`src/hw/rtl/bsm_pkg.sv`:
```
`timescale 1ns / 1ps
`default_nettype none
// ----------------------------------------------------------------------------
// bsm_pkg - shared types and constants of the byte stack machine
// Opcodes, status and print codes, cell commands and the control structs
// that pass between the decoder, the cells and the top level.
// ----------------------------------------------------------------------------
package bsm_pkg;

   // instruction opcodes
   localparam logic [7:0] OP_PUSH  = 8'd1;
   localparam logic [7:0] OP_POP   = 8'd2;
   localparam logic [7:0] OP_SWAP  = 8'd3;
   localparam logic [7:0] OP_INPUT = 8'd4;
   localparam logic [7:0] OP_PNUM  = 8'd5;
   localparam logic [7:0] OP_PCHAR = 8'd6;
   localparam logic [7:0] OP_ADD   = 8'd7;
   localparam logic [7:0] OP_SUB   = 8'd8;
   localparam logic [7:0] OP_MUL   = 8'd9;

   // signed byte limits
   localparam logic signed [15:0] BYTE_MAX = 16'sd127;
   localparam logic signed [15:0] BYTE_MIN = -16'sd128;

   typedef enum logic [2:0] {
      ST_OK    = 3'd0,
      ST_EMPTY = 3'd1,
      ST_OVER  = 3'd2,
      ST_UNDER = 3'd3,
      ST_BADOP = 3'd4,
      ST_FULL  = 3'd5
   } status_type;

   typedef enum logic [1:0] {
      KIND_NONE = 2'd0,
      KIND_NUM  = 2'd1,
      KIND_CHAR = 2'd2
   } print_kind_type;

   // what every cell does with its entry
   typedef enum logic [2:0] {
      CELL_HOLD,
      CELL_PUSH,
      CELL_POP1,
      CELL_POP2,
      CELL_SWAP,
      CELL_COMBINE
   } cell_op_type;

   typedef enum logic [2:0] {
      CNT_HOLD,
      CNT_INC,
      CNT_DEC,
      CNT_DEC2,
      CNT_CLEAR
   } count_op_type;

   typedef struct packed {
      logic is_top;
      logic is_second;
   } cell_role_type;

   typedef struct packed {
      logic empty;
      logic has_two;
      logic full;
   } stack_flags_type;

   typedef struct packed {
      cell_op_type  cell_op;
      logic [7:0]   load;
      count_op_type count_op;
   } stack_cmd_type;

   typedef struct packed {
      status_type     status;
      print_kind_type kind;
      logic [7:0]     value;
   } result_type;

endpackage
`default_nettype wire

```
`src/hw/rtl/bsm_cell.sv`:
```
`timescale 1ns / 1ps
`default_nettype none
// ----------------------------------------------------------------------------
// bsm_cell - one stack entry
// Holds one byte and takes its next value from itself, a neighbor or the load byte, as
// the broadcast cell command and the cell's place in the chain select.
// ----------------------------------------------------------------------------
module bsm_cell (
   input  wire                   clock,
   input  bsm_pkg::cell_role_type role,
   input  bsm_pkg::cell_op_type   op,
   input  wire [7:0]             above,
   input  wire [7:0]             down1,
   input  wire [7:0]             down2,
   output logic [7:0]            value
);

   logic [7:0] value_ff;
   logic [7:0] value_in;

   always_comb begin
      value_in = value_ff;
      case (op)
         bsm_pkg::CELL_HOLD:    value_in = value_ff;
         bsm_pkg::CELL_PUSH:    value_in = above;
         bsm_pkg::CELL_POP1:    value_in = down1;
         bsm_pkg::CELL_POP2:    value_in = down2;
         bsm_pkg::CELL_SWAP: begin
            if (role.is_top) begin
               value_in = down1;
            end else if (role.is_second) begin
               value_in = above;
            end
         end
         // top takes the fresh result, the rest close the gap of one
         bsm_pkg::CELL_COMBINE: value_in = role.is_top ? above : down1;
         default:               value_in = value_ff;
      endcase
   end

   always_ff @(posedge clock) begin
      value_ff <= value_in;
   end

   assign value = value_ff;

endmodule
`default_nettype wire

```
`src/hw/rtl/bsm_alu.sv`:
```
`timescale 1ns / 1ps
`default_nettype none
// ----------------------------------------------------------------------------
// bsm_alu - instruction decode and arithmetic
// Turns one instruction and the top two entries into a stack command and
// the result beat: status, print kind and printed value.
// ----------------------------------------------------------------------------
module bsm_alu (
   input  wire [7:0]               opcode,
   input  wire signed [7:0]        operand,
   input  wire [7:0]               top,
   input  wire [7:0]               second,
   input  bsm_pkg::stack_flags_type flags,
   output bsm_pkg::stack_cmd_type   cmd,
   output bsm_pkg::result_type      result
);

   logic signed [15:0] a_wide;
   logic signed [15:0] b_wide;
   logic signed [15:0] arith;

   assign a_wide = {{8{top[7]}}, top};
   assign b_wide = {{8{second[7]}}, second};

   always_comb begin
      case (opcode)
         bsm_pkg::OP_ADD: arith = a_wide + b_wide;
         bsm_pkg::OP_SUB: arith = a_wide - b_wide;
         default:         arith = a_wide * b_wide;
      endcase
   end

   always_comb begin
      cmd.cell_op   = bsm_pkg::CELL_HOLD;
      cmd.load      = operand;
      cmd.count_op  = bsm_pkg::CNT_HOLD;
      result.status = bsm_pkg::ST_OK;
      result.kind   = bsm_pkg::KIND_NONE;
      result.value  = 8'd0;
      unique case (opcode)
         bsm_pkg::OP_PUSH, bsm_pkg::OP_INPUT: begin
            if (flags.full) begin
               result.status = bsm_pkg::ST_FULL;
            end else begin
               cmd.cell_op  = bsm_pkg::CELL_PUSH;
               cmd.count_op = bsm_pkg::CNT_INC;
            end
         end
         bsm_pkg::OP_POP: begin
            if (flags.empty) begin
               result.status = bsm_pkg::ST_EMPTY;
            end else begin
               cmd.cell_op  = bsm_pkg::CELL_POP1;
               cmd.count_op = bsm_pkg::CNT_DEC;
            end
         end
         bsm_pkg::OP_SWAP: begin
            if (!flags.has_two) begin
               // drop the lone entry, if any
               result.status = bsm_pkg::ST_EMPTY;
               cmd.count_op  = bsm_pkg::CNT_CLEAR;
            end else begin
               cmd.cell_op = bsm_pkg::CELL_SWAP;
            end
         end
         bsm_pkg::OP_PNUM: begin
            if (flags.empty) begin
               result.status = bsm_pkg::ST_EMPTY;
            end else begin
               result.kind  = bsm_pkg::KIND_NUM;
               result.value = top;
            end
         end
         bsm_pkg::OP_PCHAR: begin
            result.kind  = bsm_pkg::KIND_CHAR;
            result.value = operand;
         end
         bsm_pkg::OP_ADD, bsm_pkg::OP_SUB, bsm_pkg::OP_MUL: begin
            if (!flags.has_two) begin
               result.status = bsm_pkg::ST_EMPTY;
               cmd.count_op  = bsm_pkg::CNT_CLEAR;
            end else if (arith > bsm_pkg::BYTE_MAX) begin
               result.status = bsm_pkg::ST_OVER;
               cmd.cell_op   = bsm_pkg::CELL_POP2;
               cmd.count_op  = bsm_pkg::CNT_DEC2;
            end else if (arith < bsm_pkg::BYTE_MIN) begin
               result.status = bsm_pkg::ST_UNDER;
               cmd.cell_op   = bsm_pkg::CELL_POP2;
               cmd.count_op  = bsm_pkg::CNT_DEC2;
            end else begin
               cmd.cell_op  = bsm_pkg::CELL_COMBINE;
               cmd.load     = arith[7:0];
               cmd.count_op = bsm_pkg::CNT_DEC;
            end
         end
         default: begin
            result.status = bsm_pkg::ST_BADOP;
         end
      endcase
   end

endmodule
`default_nettype wire

```
`src/hw/rtl/byte_stack_machine.sv`:
```
`timescale 1ns / 1ps
`default_nettype none
// ----------------------------------------------------------------------------
// byte_stack_machine - 8-bit stack machine on a chain of stack cells
// Executes one instruction per request beat on a stack of signed bytes and
// returns one response beat per instruction.
// ----------------------------------------------------------------------------
// For each instruction the request beat is decoded, the top two cells feed
// the adder/subtractor/8x8 multiplier, and the whole cell chain shifts,
// swaps or holds at the edge that accepts the beat.
// The response appears in the cycle after, in an output register, and the next
// request is taken in that same cycle, so the block sustains one
// instruction per clock while rsp_stall is low. req_stall rises only while
// a finished response sits unread under rsp_stall. The stack is DEPTH
// cells deep with cell 0 as the top; entries above the fill count hold
// stale data and are never shown. Status codes: ok, stack empty, overflow,
// underflow, bad opcode, stack full. print_value is zero unless a number or
// a character is printed.
// ----------------------------------------------------------------------------
module byte_stack_machine #(
   parameter int DEPTH = 16
) (
   input  wire               clock,
   input  wire               reset,
   input  wire               req_valid,
   output logic              req_stall,
   input  wire [7:0]         req_opcode,
   input  wire signed [7:0]  req_operand,
   output logic              rsp_valid,
   input  wire               rsp_stall,
   output logic [2:0]        rsp_status,
   output logic [1:0]        rsp_print_kind,
   output logic signed [7:0] rsp_print_value
);

   localparam int CW = $clog2(DEPTH + 1);

   // fill count
   logic [CW-1:0] count_ff;
   logic [CW-1:0] count_in;

   // response register
   logic                     rsp_valid_ff;
   logic                     rsp_valid_in;
   bsm_pkg::result_type      rsp_ff;

   logic                     accept;
   logic [7:0]               cell_q [DEPTH];
   bsm_pkg::stack_flags_type flags;
   bsm_pkg::stack_cmd_type   cmd;
   bsm_pkg::result_type      result;
   bsm_pkg::cell_op_type     cell_op;

   // hold the request while a response waits unread
   assign req_stall = rsp_valid_ff && rsp_stall;
   assign accept    = req_valid && !req_stall;

   assign flags.empty   = (count_ff == '0);
   assign flags.has_two = (count_ff >= CW'(2));
   assign flags.full    = (count_ff == CW'(DEPTH));

   bsm_alu u_alu (
      .opcode  (req_opcode),
      .operand (req_operand),
      .top     (cell_q[0]),
      .second  (cell_q[1]),
      .flags   (flags),
      .cmd     (cmd),
      .result  (result)
   );

   // cells move only on an accepted beat
   assign cell_op = accept ? cmd.cell_op : bsm_pkg::CELL_HOLD;

   for (genvar i = 0; i < DEPTH; i++) begin : g_cell
      logic [7:0]             above;
      logic [7:0]             down1;
      logic [7:0]             down2;
      bsm_pkg::cell_role_type role;

      assign role.is_top    = (i == 0);
      assign role.is_second = (i == 1);

      if (i == 0) begin : g_top
         assign above = cmd.load;
      end else begin : g_mid
         assign above = cell_q[i-1];
      end

      // past the bottom the stack reads as don't-care; feed zero
      if (i + 1 < DEPTH) begin : g_d1
         assign down1 = cell_q[i+1];
      end else begin : g_d1_end
         assign down1 = 8'd0;
      end

      if (i + 2 < DEPTH) begin : g_d2
         assign down2 = cell_q[i+2];
      end else begin : g_d2_end
         assign down2 = 8'd0;
      end

      bsm_cell u_cell (
         .clock (clock),
         .role  (role),
         .op    (cell_op),
         .above (above),
         .down1 (down1),
         .down2 (down2),
         .value (cell_q[i])
      );
   end

   // advance the fill count
   always_comb begin
      count_in = count_ff;
      if (accept) begin
         case (cmd.count_op)
            bsm_pkg::CNT_HOLD:  count_in = count_ff;
            bsm_pkg::CNT_INC:   count_in = count_ff + CW'(1);
            bsm_pkg::CNT_DEC:   count_in = count_ff - CW'(1);
            bsm_pkg::CNT_DEC2:  count_in = count_ff - CW'(2);
            bsm_pkg::CNT_CLEAR: count_in = '0;
            default:            count_in = count_ff;
         endcase
      end
   end

   // response valid: set on accept, drop once taken
   always_comb begin
      rsp_valid_in = rsp_valid_ff;
      if (accept) begin
         rsp_valid_in = 1'b1;
      end else if (!rsp_stall) begin
         rsp_valid_in = 1'b0;
      end
   end

   always_ff @(posedge clock) begin
      if (reset) begin
         count_ff     <= '0;
         rsp_valid_ff <= 1'b0;
      end else begin
         count_ff     <= count_in;
         rsp_valid_ff <= rsp_valid_in;
      end
   end

   always_ff @(posedge clock) begin
      if (accept) begin
         rsp_ff <= result;
      end
   end

   assign rsp_valid       = rsp_valid_ff;
   assign rsp_status      = rsp_ff.status;
   assign rsp_print_kind  = rsp_ff.kind;
   assign rsp_print_value = rsp_ff.value;

   // the fill count never runs past the chain
   a_count_bound : assert property (@(posedge clock) disable iff (reset)
      count_ff <= CW'(DEPTH))
      else $error("fill count beyond stack depth");

   // a successful push grows the stack by one and lands the operand on top
   a_push_lands : assert property (@(posedge clock) disable iff (reset)
      accept && cmd.cell_op == bsm_pkg::CELL_PUSH
      |=> count_ff == $past(count_ff) + CW'(1) && cell_q[0] == $past(req_operand))
      else $error("push did not land on top");

   // a printed number is the top entry of the accepting cycle
   a_print_top : assert property (@(posedge clock) disable iff (reset)
      accept && result.kind == bsm_pkg::KIND_NUM
      |=> rsp_print_value == $past(cell_q[0]))
      else $error("printed number differs from top entry");

   // nothing printed means a zero value
   a_print_zero : assert property (@(posedge clock) disable iff (reset)
      rsp_valid_ff && rsp_print_kind == bsm_pkg::KIND_NONE |-> rsp_print_value == 8'sd0)
      else $error("print value set with nothing printed");

   // a stall-free response drains in the next cycle when no new beat comes
   a_drain : assert property (@(posedge clock) disable iff (reset)
      rsp_valid_ff && !rsp_stall && !req_valid |=> !rsp_valid_ff)
      else $error("response not dropped after it was taken");

endmodule
`default_nettype wire
```
`config.mk`:
```
export PLATFORM = sky130hd
export DESIGN_NAME = byte_stack_machine
export DESIGN_NICKNAME = d
export VERILOG_FILES = /design/src/hw/rtl/bsm_pkg.sv /design/src/hw/rtl/bsm_cell.sv /design/src/hw/rtl/bsm_alu.sv /design/src/hw/rtl/byte_stack_machine.sv
export SDC_FILE = /design/constraint.sdc
export NUM_CORES = 1
export LEC_CHECK = 0
export BUFFER_PORTS_ARGS = -buffer_cell sky130_fd_sc_hd__clkbuf_2
export CORE_MARGIN = 1.5
export CORE_UTILIZATION = 50
export DETAILED_ROUTE_END_ITERATION = 6
export PLACE_DENSITY = 0.62
export SLEW_MARGIN = 25
export SYNTH_ARGS = -nofsm -noshare
export SYNTH_HDL_FRONTEND = slang
export SYNTH_SLANG_ARGS = --single-unit
```
`constraint.sdc`:
```
create_clock -name clock -period 11.24 [get_ports clock]
set_input_delay 2.248 -clock clock [delete_from_list [all_inputs] [get_ports clock]]
set_output_delay 2.248 -clock clock [all_outputs]
set_load 0.02 [all_outputs]
```
-- After elaboration in Yosys (flattened, before gate mapping)
Cells that the tools add are included.
- add/subtract/negate cells: 5
- $mul: 1
- magnitude comparators: 3
- eq/ne operators: 20
- multiplexer cells: 45
- reduce and logical (&&, ||, !) cells: 18
- operators by type and width (kind ; number):
    $pmux 8 s3 ; 15
    $eq 8x3->1 const B ; 4
    $pmux 16 s2 ; 1
    $mux 3 ; 10
    $mux 8 ; 3
    $pmux 3 s4 ; 2
    $pmux 10 s2 ; 1
    $pmux 5 s4 ; 1
    $eq 8x2->1 const B ; 2
    $eq 8x4->1 const B ; 2
    $gt 16x8->1 const B ; 1
    $lt 16x8->1 const B ; 1
    $mul 8x8->16 ; 1
    $pmux 8 s2 ; 1
    $pmux 3 s5 ; 1
    $eq 3x2->1 const B ; 4
    $reduce_or 2->1 ; 6
    $mux 11 ; 1
    $add 8x8->9 ; 1
    $eq 3x3->1 const B ; 3
    $mux 9 ; 1
    $reduce_bool 3->1 ; 3
    $sub 8x8->9 ; 1
    $eq 8x1->1 const B ; 1
    other kinds (16) ; 25
- register bits after elaboration: 147
- input port bits: 20
- output and inout port bits: 15
- logic and storage cells: 113

-- Logic depth before layout (Yosys ltp)
Gate-level depths: netlist of the first run.
- depth in word-level cells: 11
- mapped depth: 29
- depth with buffers taken out: 28

-- By module
A second synthesis of the first run with hierarchy kept.
- cell total of the unflattened synthesis: 1559
- area, all modules: 15129.5 um^2
- modules (own cells, without submodules) (module ; instances ; cells each ; area each (um^2)):
    bsm_cell ; 16 ; 61 ; 634.4
    bsm_alu ; 1 ; 481 ; 3943.8
    byte_stack_machine ; 1 ; 102 ; 1036.0

-- Least setup slack after synthesis of the first run
OpenSTA, ideal clock, no wires.
- path kind: input to register
- from: input port req_opcode[5]
- to: register g_cell[10].u_cell.value_ff[0], enable pin
- library setup time: 584 ps
- data arrival time: 8951 ps
- required time: 10656 ps
- path slack: 1705 ps
- cell stages on the path: 9
- path buffers: 3
- cells stage by stage: or4_1 buf_2 or3_1 or3_1 clkbuf_1 nand2_1 clkbuf_1 nor2_1 nor2_1
- word-level cells in the longest chain between the ends: 11
- RTL lines (item ; RTL line ; text):
    start: declaration ; byte_stack_machine.sv:27 ; input wire [7:0] req_opcode,
    $eq 8x4->1 or $eq 8x3->1 (tied branches) ; bsm_alu.sv:26, bsm_alu.sv:40 ;
    $pmux 16 s2 ; bsm_alu.sv:26 ; case (opcode)
    $lt 16x8->1 ; bsm_alu.sv:86 ; end else if (arith < bsm_pkg::BYTE_MIN) begin
    $mux 3 ; bsm_alu.sv:86 ;
    $mux 3 ; bsm_alu.sv:82 ; end else if (arith > bsm_pkg::BYTE_MAX) begin
    $mux 11 ; bsm_alu.sv:79 ; if (!flags.has_two) begin
    $pmux 3 s4 (*) ; bsm_alu.sv:40 ; unique case (opcode)
    $mux 3 (*) ; byte_stack_machine.sv:73 ; assign cell_op = accept ? cmd.cell_op : bsm_pkg::CELL_HOLD;
    $eq 3x2->1 or $eq 3x3->1 (tied branches) ; bsm_cell.sv:23 ; case (op)
    $reduce_or 2->1 (no line) ; - ;
    $reduce_bool 3->1 (no line) (*) ; - ;
    end signal: assignment ; bsm_cell.sv:42 ; value_ff <= value_in;
    end: declaration ; bsm_cell.sv:18 ; logic [7:0] value_ff;
Mark *: on every way between the ends. The rest lies on a longest branch, timed or not.
A chain may end at the register's enable or synchronous reset.

-- Worst setup path in the final report of the first run
- from: register g_cell[1].u_cell.value_ff[4]
- to: register count_ff[4]
- word-level cells in the longest chain between the ends: 10
- RTL lines (item ; RTL line ; text):
    start: declaration ; bsm_cell.sv:18 ;
    start signal: assignment ; bsm_cell.sv:42 ;
    $mul 8x8->16, or another cell as far along ; bsm_alu.sv:29 ; default: arith = a_wide * b_wide;
    $pmux 16 s2 (*) ; bsm_alu.sv:26 ;
    $lt 16x8->1 ; bsm_alu.sv:86 ;
    $mux 1 ; bsm_alu.sv:86 ;
    $mux 3 (*) ; bsm_alu.sv:82 ;
    $mux 3 (*) ; bsm_alu.sv:79 ;
    $pmux 3 s4 (*) ; bsm_alu.sv:40 ;
    $eq 3x3->1, or another cell as far along ; byte_stack_machine.sv:118 ; case (cmd.count_op)
    $reduce_bool 4->1 (no line) ; - ;
    $reduce_and 2->1 (no line) ; - ;
    end signal: assignment ; byte_stack_machine.sv:144 ; count_ff <= count_in;
    end: declaration ; byte_stack_machine.sv:39 ; logic [CW-1:0] count_ff;
Marks and branches as above.

==> reports/results.tsv, run 1 <==
stage	metric	value	unit
floorplanning	Rows	54	
timing	fmax	0.131	GHz
routing	Post-DRT Antenna Nets	0	
layout	Post-layout nets	1167	
timing	Final min period	7.63	ns
power_and_ir_drop	switching fraction of total power	0.239	
setup_path	max incr delay on CP	0.66	ns
routing	routed via count	8226	
clock_tree	Root Buffer	clkbuf_16	
timing	clk_skew	0.0272	ns
floorplanning	Die Height	152	microns
timing	slew margin rel.	0.310	
power_and_ir_drop	Power Density	98.4	nW/um^2
placement	gpl congestion	0.934	
synth	Synth Instances	1031	
synth	Main synth FF type	edfxtp_1	
power_and_ir_drop	Final Power	1.18	mW
synth	Post-synth ARST share	0	
setup_path	crit end category	register	
global_route	GRT met2 Usage	0.354	
placement	PortBufs	34	
routing	Via density	6.18	
synth	Netlist cell types	72	
synth	most common cell in the netlist	edfxtp_1	
clock_tree	Worst-path clk slew	0.08	ns
clock_tree	Worst-Skew Late Latency	0.44	ns
min_path	min-delay worst type	reg2reg	
clock_tree	post-CTS setup buffer count	0	
synth	Synth Net Count	1159	
setup_path	Worst setup SP type	register	
setup_path	critical path peak fanout	9	
layout	synthesis-to-layout area growth	8.42	%
global_route	gr usage total	0.227	
synth	flops & latches, synth	147	
floorplanning	Top Ports	35	
global_route	total gr overflow	0	
power_and_ir_drop	Seq pwr share	0.502	
global_route	initial antenna violation count	0	
power_and_ir_drop	clock power share	0.477	
synth	Post-Synth XOR/XNOR Area	0.0171	
setup_path	Worst Path Required	11.60	ns
timing	Fin. Hold Viols	0	
global_route	Global Route met1 Usage	0.330	
setup_path	Top cell by count, worst path	inv_1	
routing	DRC viols	0	
floorplanning	die footprint	23100	sq um
synth	main combinational cell family by area after synthesis	compound AO/OA/AOI/OAI gates	
power_and_ir_drop	Sw Pwr	0.283	mW
power_and_ir_drop	leak pwr	4.70	nW
synth	Compound-Gate Fraction of Synth Area	0.219	
setup_path	Critical Path Slowest Stage Cell	fa_1	
clock_tree	htree depth	4	
clock_tree	hold buffer count at cts	0	
routing	drt total wl	25700	microns
synth	Commonest cells post-synth	edfxtp_1 (141), and2_1 (118), inv_1 (118)	
placement	DP HPWL	17400	microns
setup_path	Crit Path Class	reg2reg	
power_and_ir_drop	Logic pwr share	0.021	
placement	Inst Count DP	1300	
clock_tree	Bufs on Longest Clock Path	2	
synth	synthesized area	11100	sq um
global_route	GR peak layer	met2	
run_status	outcome	finished, final reports clean	
timing	max-slew violation count	0	
synth	area fraction of the dominant cell type after synthesis	0.382	
routing	Routed WL per cell	19.3	microns
clock_tree	CTS resizes	0	
synth	area leader, netlist	edfxtp_1	
synth	simple-gate share of the synthesized area	0.134	
synth	Syn Area/Cell	10.7	sq um
timing	Setup TNS	0	ns
timing	Worst-Margin Slew	1.04	ns
global_route	vias in the first global route	7923	
setup_path	Worst path top cell family by delay	adder cells	
synth	Post-synth EDFFs	141	
floorplanning	core area	21800	sq um
floorplanning	Initial Util	0.509	
clock_tree	CTS tree	built	
global_route	largest net degree at the start of global routing	105	
timing	RSZ-0062 raised after global routing	false	
layout	share of cells above drive strength 1	0.0913	
layout	# diodes	0	
routing	initial DRC count	770	
floorplanning	die width	152	microns
power_and_ir_drop	Max rail drop VDD	0.0000957	V
synth	post-synthesis mux area share	0.00915	
clock_tree	clock tree sinks	147	
global_route	first-pass GRT wire length	42400	microns
timing	fin crit share	0.679	
synth	Synth Warn #	0	
power_and_ir_drop	Cell Int Power	0.899	mW
routing	DR pass1 iterations	6	
global_route	met3 usage	0.0331	
synth	largest cells by area after synthesis	edfxtp_1 (38%), fa_1 (10%), a221o_1 (9.7%)	
timing	Setup-failing EPs final	0	
run	max-cap violations	0	
setup_path	worst path arrival time	7.99	ns
clock_tree	total CTS buffers	17	
synth	Seq/Total Area, Yosys	0.393	
synth	Synth Area in Adders	0.161	
timing	WHS	0.573	ns
setup_path	Buf+Inv Stages, Crit Path	5	
layout	Non-Filler Instances	1332	
worst paths after layout:
path                             startpoint           to  slack (ns)  cells after the start
setup / recovery  g_cell[1].u_cell.value[4]  count_ff[4]        3.61                     28
hold / removal                  count_ff[2]  count_ff[2]        0.57                      2
setup reg to reg  g_cell[1].u_cell.value[4]  count_ff[4]        3.61                     28
hold reg to reg                 count_ff[2]  count_ff[2]        0.57                      2
tightest hold or removal path, delay by kind of cell, from the launching register on:
kind                   cells  cell delay, ns
AO/OA/AOI/OAI              1            0.09
buffers and inverters      1            0.11
flip-flops                 1            0.33
registers in the layout (all words and copies together) (netlist names):
register             cells
count_ff                 5
g_cell.u_cell.value    128
rsp_print_kind           2
rsp_print_value          8
rsp_status               3
rsp_valid                1
stage by stage:
stage	cell area, sq um	setup slack [ns]	util
after floorplan	11100	1.71	-
after global placement	11400	3.84	0.525
after detailed placement	11400	3.70	0.525
after CTS	12000	3.65	0.552
after global routing	12000	2.96	0.552
final	12000	3.61	0.552
cell usage in the layout, fill, tap and decap left out, types with 5 or more instances in the layout:
cell	instances
buf_4	11
clkbuf_16	17
nor2b_1	6
mux2i_1	9
fa_1	58
edfxtp_1	141
a21o_1	12
inv_1	118
nor2_1	53
a31oi_1	13
inv_6	5
a22o_1	28
nand2_1	43
nand3_1	5
a211oi_1	8
nand2b_1	6
dfxtp_1	6
a221o_1	107
a211o_1	7
xnor2_1	16
and2_1	118
inv_8	5
a21oi_1	46
nor3_1	13
ha_1	50
o21ai_0	23
clkbuf_2	34
area by class of cell:
| type | instances | area [sq um] |
|---|---|---|
| fill | 1931 | 9740 |
| multi-input combinational | 707 | 6010 |
| sequential | 147 | 4350 |
| inverter | 120 | 450 |
| clock buffer | 17 | 425 |
| tap | 280 | 350 |
| timing repair buffer | 46 | 264 |
| clock inverter | 15 | 160 |
cell families (layout without fill, tap and decap cells):
family                   after synthesis  in the layout
adder cells (fa/ha/maj)              108            108
flip-flops                           147            147
buffers and inverters                177            198
XOR/XNOR                              20             20
AND/OR/NAND/NOR                      272            272
AO/OA/AOI/OAI                        297            297
multiplexers                          10             10
metal layers:
metal	wire (microns)	part of all wire	vias up
met1	12100	0.47	4104
met3	1240	0.048	25
li1	-	-	3849
met2	12000	0.47	248
met4	368	0.014	0
met5	0	0	-
power by group through the flow:
stage               combinational (mW)  sequential [mW]  clock, mW
finish                          0.0246            0.594      0.564
global route                    0.0267            0.594      0.597
CTS                             0.0244            0.594      0.576
detailed placement              0.0242            0.606          0
global placement                0.0243            0.606          0
floorplan                       0.0113            0.609          0
(Power assumes the default switching activity.)
==> run 2, diff against run 1 <==
Settings changed: ABC_AREA set to 1.
Clock period 11.24 ns to 7.7 ns, I/O delays scaled along.
==> reports/results.tsv, run 2 <==
stage	metric	value	unit	change
run_status	outcome	finished, final reports clean		unchanged
synth	post-synthesis mux area share	0		was 0.00915
setup_path	Worst setup SP type	register		unchanged
setup_path	number of stages on the worst setup path	30		was 28
floorplanning	die footprint	24300	sq um	was 23100 sq um
power_and_ir_drop	Power Density	136	nW/um^2	was 98.4 nW/um^2
synth	Commonest cells post-synth	nand2_1 (570), inv_1 (247), nand3_1 (183)		was edfxtp_1 (141), and2_1 (118), inv_1 (118)
global_route	vias in the first global route	9335		was 7923
synth	Synth Instances	1534		was 1031
timing	fmax	0.149	GHz	was 0.131 GHz
timing	Setup TNS	0	ns	unchanged
floorplanning	core area	22800	sq um	was 21800 sq um
global_route	largest net degree at the start of global routing	97		was 105
floorplanning	Initial Util	0.513		was 0.509
timing	clk_skew	0.0167	ns	was 0.0272 ns
layout	commonest non-fill, non-tap cell in the layout	nand2_1		was edfxtp_1
power_and_ir_drop	Final Power	1.72	mW	was 1.18 mW
placement	gpl congestion	0.925		was 0.934
setup_path	max incr delay on CP	0.59	ns	was 0.66 ns
clock_tree	post-CTS setup buffer count	0		unchanged
timing	max-slew violation count	0		unchanged
synth	simple-gate share of the synthesized area	0.316		was 0.134
min_path	min-delay worst type	reg2reg		unchanged
clock_tree	Root Buffer	clkbuf_16		unchanged
synth	Syn Area/Cell	7.61	sq um	was 10.7 sq um
routing	routed via count	9642		was 8226
run	max-cap violations	0		unchanged
timing	Final min period	6.69	ns	was 7.63 ns
synth	area leader, netlist	edfxtp_1		unchanged
setup_path	r2r worst-path depth	30		was 28
floorplanning	die width	156	microns	was 152 microns
clock_tree	CTS resizes	0		unchanged
synth	most common cell in the netlist	nand2_1		was edfxtp_1
timing	slew margin rel.	0.526		was 0.310
clock_tree	CTS tree	built		unchanged
routing	Via density	5.15		was 6.18
placement	PortBufs	34		unchanged
timing	fin crit share	0.869		was 0.679
setup_path	critical path peak fanout	22		was 9
floorplanning	Rows	55		was 54
setup_path	Critical R2R Launch	g_cell[1].u_cell.value[2]		was g_cell[1].u_cell.value[4]
layout	share of cells above drive strength 1	0.0712		was 0.0913
clock_tree	Bufs on Longest Clock Path	2		unchanged
setup_path	Critical Path Slowest Stage Cell	fa_1		unchanged
floorplanning	Die Height	156	microns	was 152 microns
synth	synthesized area	11700	sq um	was 11100 sq um
synth	Seq/Total Area, Yosys	0.373		was 0.393
global_route	gr usage total	0.238		was 0.227
layout	Post-layout nets	1674		was 1167
placement	DP HPWL	20100	microns	was 17400 microns
routing	drt total wl	27400	microns	was 25700 microns
synth	Synth Warn #	0		unchanged
clock_tree	htree depth	4		unchanged
routing	Routed WL per cell	14.6	microns	was 19.3 microns
synth	Synth Net Count	1662		was 1159
global_route	initial antenna violation count	0		unchanged
global_route	total gr overflow	0		unchanged
routing	DRC viols	0		unchanged
synth	Post-synth EDFFs	141		unchanged
clock_tree	hold buffer count at cts	0		unchanged
setup_path	Worst path top cell family by delay	adder cells		unchanged
layout	# diodes	0		unchanged
setup_path	crit path launch	g_cell[1].u_cell.value[2]		was g_cell[1].u_cell.value[4]
timing	RSZ-0062 raised after global routing	false		unchanged
synth	Post-Synth XOR/XNOR Area	0.00975		was 0.0171
setup_path	crit end category	register		unchanged
global_route	first-pass GRT wire length	46200	microns	was 42400 microns
routing	DR pass1 iterations	5		was 6
timing	Setup-failing EPs final	0		unchanged
routing	Post-DRT Antenna Nets	0		unchanged
layout	synthesis-to-layout area growth	8.36	%	was 8.42%
clock_tree	Worst-path clk slew	0.07	ns	was 0.08 ns
timing	Fin. Hold Viols	0		unchanged
power_and_ir_drop	leak pwr	6.13	nW	was 4.70 nW
setup_path	worst setup path endpoint	g_cell[7].u_cell.value[7]		was count_ff[4]
layout	max reg flops	128		unchanged
synth	Synth Area in Adders	0.153		was 0.161
synth	Netlist cell types	47		was 72
synth	flops & latches, synth	147		unchanged
setup_path	Worst Path Required	7.98	ns	was 11.60 ns
setup_path	worst path arrival time	6.97	ns	was 7.99 ns
clock_tree	Worst-Skew Late Latency	0.43	ns	was 0.44 ns
layout	fill count	2171		was 1931
clock_tree	total CTS buffers	17		unchanged
synth	largest cells by area after synthesis	edfxtp_1 (36%), nand2_1 (18%), fa_1 (9.9%)		was edfxtp_1 (38%), fa_1 (10%), a221o_1 (9.7%)
setup_path	Buf+Inv Stages, Crit Path	8		was 5
synth	area fraction of the dominant cell type after synthesis	0.363		was 0.382
layout	commonest non-fill, non-tap cells in the layout	nand2_1 (570), inv_1 (247), nand3_1 (183)		was edfxtp_1 (141), inv_1 (118), and2_1 (118)
timing	Worst-Margin Slew	0.711	ns	was 1.04 ns
clock_tree	clock tree sinks	147		unchanged
setup_path	Crit Path Class	reg2reg		unchanged
synth	main combinational cell family by area after synthesis	simple AND/OR/NAND/NOR gates		was compound AO/OA/AOI/OAI gates
setup_path	Worst R2R End	g_cell[7].u_cell.value[7]		was count_ff[4]
min_path	hold depth	2		unchanged
layout	Non-Filler Instances	1872		was 1332
routing	initial DRC count	873		was 770
placement	Inst Count DP	1840		was 1300
synth	Compound-Gate Fraction of Synth Area	0.0381		was 0.219
setup_path	setup slack, reg-to-reg	1.01	ns	was 3.61 ns
synth	Main synth FF type	edfxtp_1		unchanged
floorplanning	Top Ports	35		unchanged
power_and_ir_drop	Max rail drop VDD	0.000140	V	was 0.0000957 V
synth	Post-synth ARST share	0		unchanged
==> run 2: metal layers <==
layer  vias to the layer above  wire (microns)  GRT usage
met5                         -               0          0
met3                        36            1270     0.0414
li1                       4857               -          -
met1                      4526           12900      0.328
met2                       223           12700      0.386
met4                         0             527     0.0649
==> run 2: where the power goes <==
group	switching, mW	internal [mW]	leakage, nW	total, mW
clock network	0.357	0.455	0.269	0.812
logic	0.0301	0.0144	4.54	0.0445
registers	0.00148	0.867	1.33	0.868
total	0.389	1.34	6.13	1.72
==> run 2: cells by family (layout without fill, tap and decap cells) <==
logic type,count (synthesis),in the layout
flip-flops,147,147
buffers and inverters,312,337
adder cells (fa/ha/maj),108,108
AND/OR/NAND/NOR,875,875
XOR/XNOR,13,13
AO/OA/AOI/OAI,79,79
==> run 2: cell type report <==
class | count | area [sq um] | share of cell area
clock buffers | 18 | 429 | 0.0339
clock inverters | 14 | 140 | 0.0111
inverters | 256 | 962 | 0.0760
multi-input cells | 1075 | 6060 | 0.479
flip-flops and latches | 147 | 4350 | 0.344
well taps | 313 | 392 | 0.0309
repair buffers | 49 | 320 | 0.0253
==> run 2: worst min-delay path by stage <==
stage	start	end
floorplan	count_ff[0]	count_ff[0]
global placement	rsp_valid	rsp_valid
detailed placement	rsp_valid	rsp_valid
CTS	rsp_valid	rsp_valid
global route	rsp_valid	rsp_valid
finish	rsp_valid	rsp_valid
==> run 2: worst min-delay path: cells and delay by family (launching register included) <==
kind	cells	cell delay (ns)
flip-flops	1	0.32
AND/OR/NAND/NOR	1	0.07
AO/OA/AOI/OAI	1	0.06
==> run 2: through the flow <==
step | hold WS, ns | worst slack (ns) | area, sq um | util
after floorplan | 0.508 | 0.579 | 11700 | -
after detailed placement | 0.476 | 1.00 | 12100 | 0.531
final | 0.489 | 1.01 | 12700 | 0.556
after global placement | 0.465 | 1.00 | 12100 | 0.531
after global routing | 0.511 | 0.432 | 12700 | 0.556
after CTS | 0.489 | 0.970 | 12700 | 0.556
==> run 3, diff against run 2 <==
Settings changed: GPL_TIMING_DRIVEN set to 0, REMOVE_ABC_BUFFERS set to 1.
==> reports/results.tsv, run 3 (synthesis results as in run 2) <==
stage	metric	value	unit	change
clock_tree	Worst-Skew Late Latency	0.42	ns	was 0.43 ns
floorplanning	die footprint	24300	sq um	unchanged
floorplanning	Die Height	156	microns	unchanged
clock_tree	Worst-path clk slew	0.06	ns	was 0.07 ns
routing	DRC viols	0		unchanged
layout	register area	4350	sq um	unchanged
timing	slew margin rel.	0.504		was 0.526
setup_path	Worst setup SP type	register		unchanged
min_path	min-delay worst type	reg2reg		unchanged
timing	Fin. Hold Viols	0		unchanged
setup_path	critical path peak fanout	18		was 22
clock_tree	total CTS buffers	17		unchanged
layout	synthesis-to-layout area growth	9.59	%	was 8.36%
global_route	gr usage total	0.225		was 0.238
clock_tree	CTS tree	built		unchanged
routing	DR pass1 iterations	7		was 5
placement	gpl congestion	0.872		was 0.925
timing	fin crit share	0.911		was 0.869
layout	share of cells above drive strength 1	0.0701		was 0.0712
routing	drt total wl	26300	microns	was 27400 microns
power_and_ir_drop	Seq pwr share	0.503		about the same
clock_tree	htree depth	4		unchanged
routing	routed via count	9494		was 9642
power_and_ir_drop	Logic pwr share	0.026		about the same
power_and_ir_drop	switching fraction of total power	0.224		was 0.226
clock_tree	post-CTS setup buffer count	0		unchanged
setup_path	setup slack, reg-to-reg	0.68	ns	was 1.01 ns
clock_tree	Root Buffer	clkbuf_16		unchanged
timing	Final min period	7.02	ns	was 6.69 ns
layout	commonest non-fill, non-tap cells in the layout	nand2_1 (570), inv_1 (247), nand3_1 (183)		unchanged
routing	Routed WL per cell	14.1	microns	was 14.6 microns
floorplanning	core area	22800	sq um	unchanged
placement	DP HPWL	19400	microns	was 20100 microns
routing	Post-DRT Antenna Nets	0		unchanged
setup_path	Worst R2R End	g_cell[8].u_cell.value[3]		was g_cell[7].u_cell.value[7]
timing	Worst-Margin Slew	0.744	ns	was 0.711 ns
setup_path	worst path arrival time	7.14	ns	was 6.97 ns
floorplanning	Top Ports	35		unchanged
clock_tree	Bufs on Longest Clock Path	2		unchanged
run_status	outcome	finished, final reports clean		unchanged
power_and_ir_drop	Sw Pwr	0.387	mW	was 0.389 mW
power_and_ir_drop	leak pwr	6.18	nW	was 6.13 nW
layout	commonest non-fill, non-tap cell in the layout	nand2_1		unchanged
routing	initial DRC count	694		was 873
layout	multi-input gate area in the final layout	6060	sq um	about the same
setup_path	r2r worst-path depth	26		was 30
power_and_ir_drop	Cell Int Power	1.34	mW	about the same
timing	RSZ-0062 raised after global routing	false		unchanged
power_and_ir_drop	Power Density	135	nW/um^2	was 136 nW/um^2
placement	PortBufs	34		unchanged
layout	fill count	2207		was 2171
clock_tree	clock tree sinks	147		unchanged
run	max-cap violations	0		unchanged
layout	# diodes	0		unchanged
setup_path	Critical Path Slowest Stage Cell	edfxtp_1		was fa_1
power_and_ir_drop	clock power share	0.471		about the same
setup_path	max incr delay on CP	0.64	ns	was 0.59 ns
layout	utilization after layout	0.562		was 0.556
timing	max-slew violation count	0		unchanged
global_route	first-pass GRT wire length	43900	microns	was 46200 microns
min_path	worst hold endpoint	rsp_valid		unchanged
setup_path	Top cell by count, worst path	inv_1		
floorplanning	Initial Util	0.513		unchanged
floorplanning	Rows	55		unchanged
global_route	largest net degree at the start of global routing	69		was 97
layout	max reg flops	128		unchanged
global_route	initial antenna violation count	0		unchanged
setup_path	Worst Path Required	7.83	ns	was 7.98 ns
routing	Via density	5.08		was 5.15
clock_tree	CTS resizes	0		unchanged
power_and_ir_drop	Final Power	1.73	mW	was 1.72 mW
timing	WHS	0.498	ns	was 0.489 ns
timing	Setup-failing EPs final	0		unchanged
layout	Post-layout nets	1671		was 1674
setup_path	Critical R2R Launch	g_cell[0].u_cell.value[7]		was g_cell[1].u_cell.value[2]
timing	post-route setup slack	0.682	ns	was 1.01 ns
clock_tree	hold buffer count at cts	0		unchanged
floorplanning	die width	156	microns	unchanged
power_and_ir_drop	Max rail drop VDD	0.000138	V	was 0.000140 V
global_route	vias in the first global route	9003		was 9335
setup_path	crit end category	register		unchanged
timing	fmax	0.142	GHz	was 0.149 GHz
timing	clk_skew	0.0134	ns	was 0.0167 ns
setup_path	Crit Path Class	reg2reg		unchanged
min_path	hold depth	2		unchanged
min_path	Min-Delay Startpoint	rsp_valid		unchanged
global_route	total gr overflow	0		unchanged
placement	Setup WS pre-CTS	0.706	ns	was 1.00 ns
run 3: cell count changes in the layout (fill, tap and decap cells not counted):
cell	delta
buf_12	-2
buf_16	+8
buf_4	-12
buf_8	+3
clkinvlp_4	-1
inv_2	-1
inv_4	+1
inv_8	+1
nor2_1	-1
nor2_2	+1
run 3: metal layers:
metal	part of all wire	global-route usage
met5	0	0
met4	0.011	0.0567
met3	0.036	0.0242
met2	0.48	0.377
met1	0.48	0.314
run 3: worst max path at each step:
| stage | from | to | slack, ns | depth (start not counted) |
|---|---|---|---|---|
| 3_3_place_gp | g_cell[0].u_cell.value[7] | g_cell[13].u_cell.value[2] | -6.50 | 23 |
| 5_1_grt | g_cell[0].u_cell.value[7] | g_cell[8].u_cell.value[3] | 0.20 | 26 |
| 3_5_place_dp | g_cell[0].u_cell.value[7] | g_cell[13].u_cell.value[2] | 0.71 | 26 |
| 2_1_floorplan | g_cell[0].u_cell.value[7] | g_cell[10].u_cell.value[0] | -3.12 | 24 |
| 6_report | g_cell[0].u_cell.value[7] | g_cell[8].u_cell.value[3] | 0.68 | 26 |
| 4_1_cts | g_cell[0].u_cell.value[7] | g_cell[8].u_cell.value[3] | 0.68 | 26 |
run 3: cell type report:
type	count	share of cell area
Sequential cell	147	0.340
Tap cell	313	0.0306
Clock inverter	14	0.0112
Timing Repair Buffer	46	0.0356
Multi-Input combinational cell	1075	0.473
Inverter	256	0.0754
Clock buffer	18	0.0335
run 3: through the flow:
stage	instance area (sq um)	setup TNS, ns	std cells
global route	12800	0	1869
global placement	11900	-804.18	1825
finish	12800	0	1869
floorplan	11300	-349.58	1478
detailed placement	12200	0	1837
CTS	12800	0	1869
run 3: power by group through the flow:
stage	registers (mW)	logic [mW]	clock network, mW
floorplan	0.890	0.0224	0
global placement	0.886	0.0426	0
detailed placement	0.886	0.0442	0
CTS	0.869	0.0444	0.834
global route	0.869	0.0491	0.861
finish	0.869	0.0441	0.813
run 3: worst max-delay path, delay by kind of cell, from the launching register on:
family          cells  cell delay (ns)
simple gates        8             1.11
fa+ha+maj           5             2.52
compound gates      3             1.13
flops               1             0.64
buf+inv            10             1.29
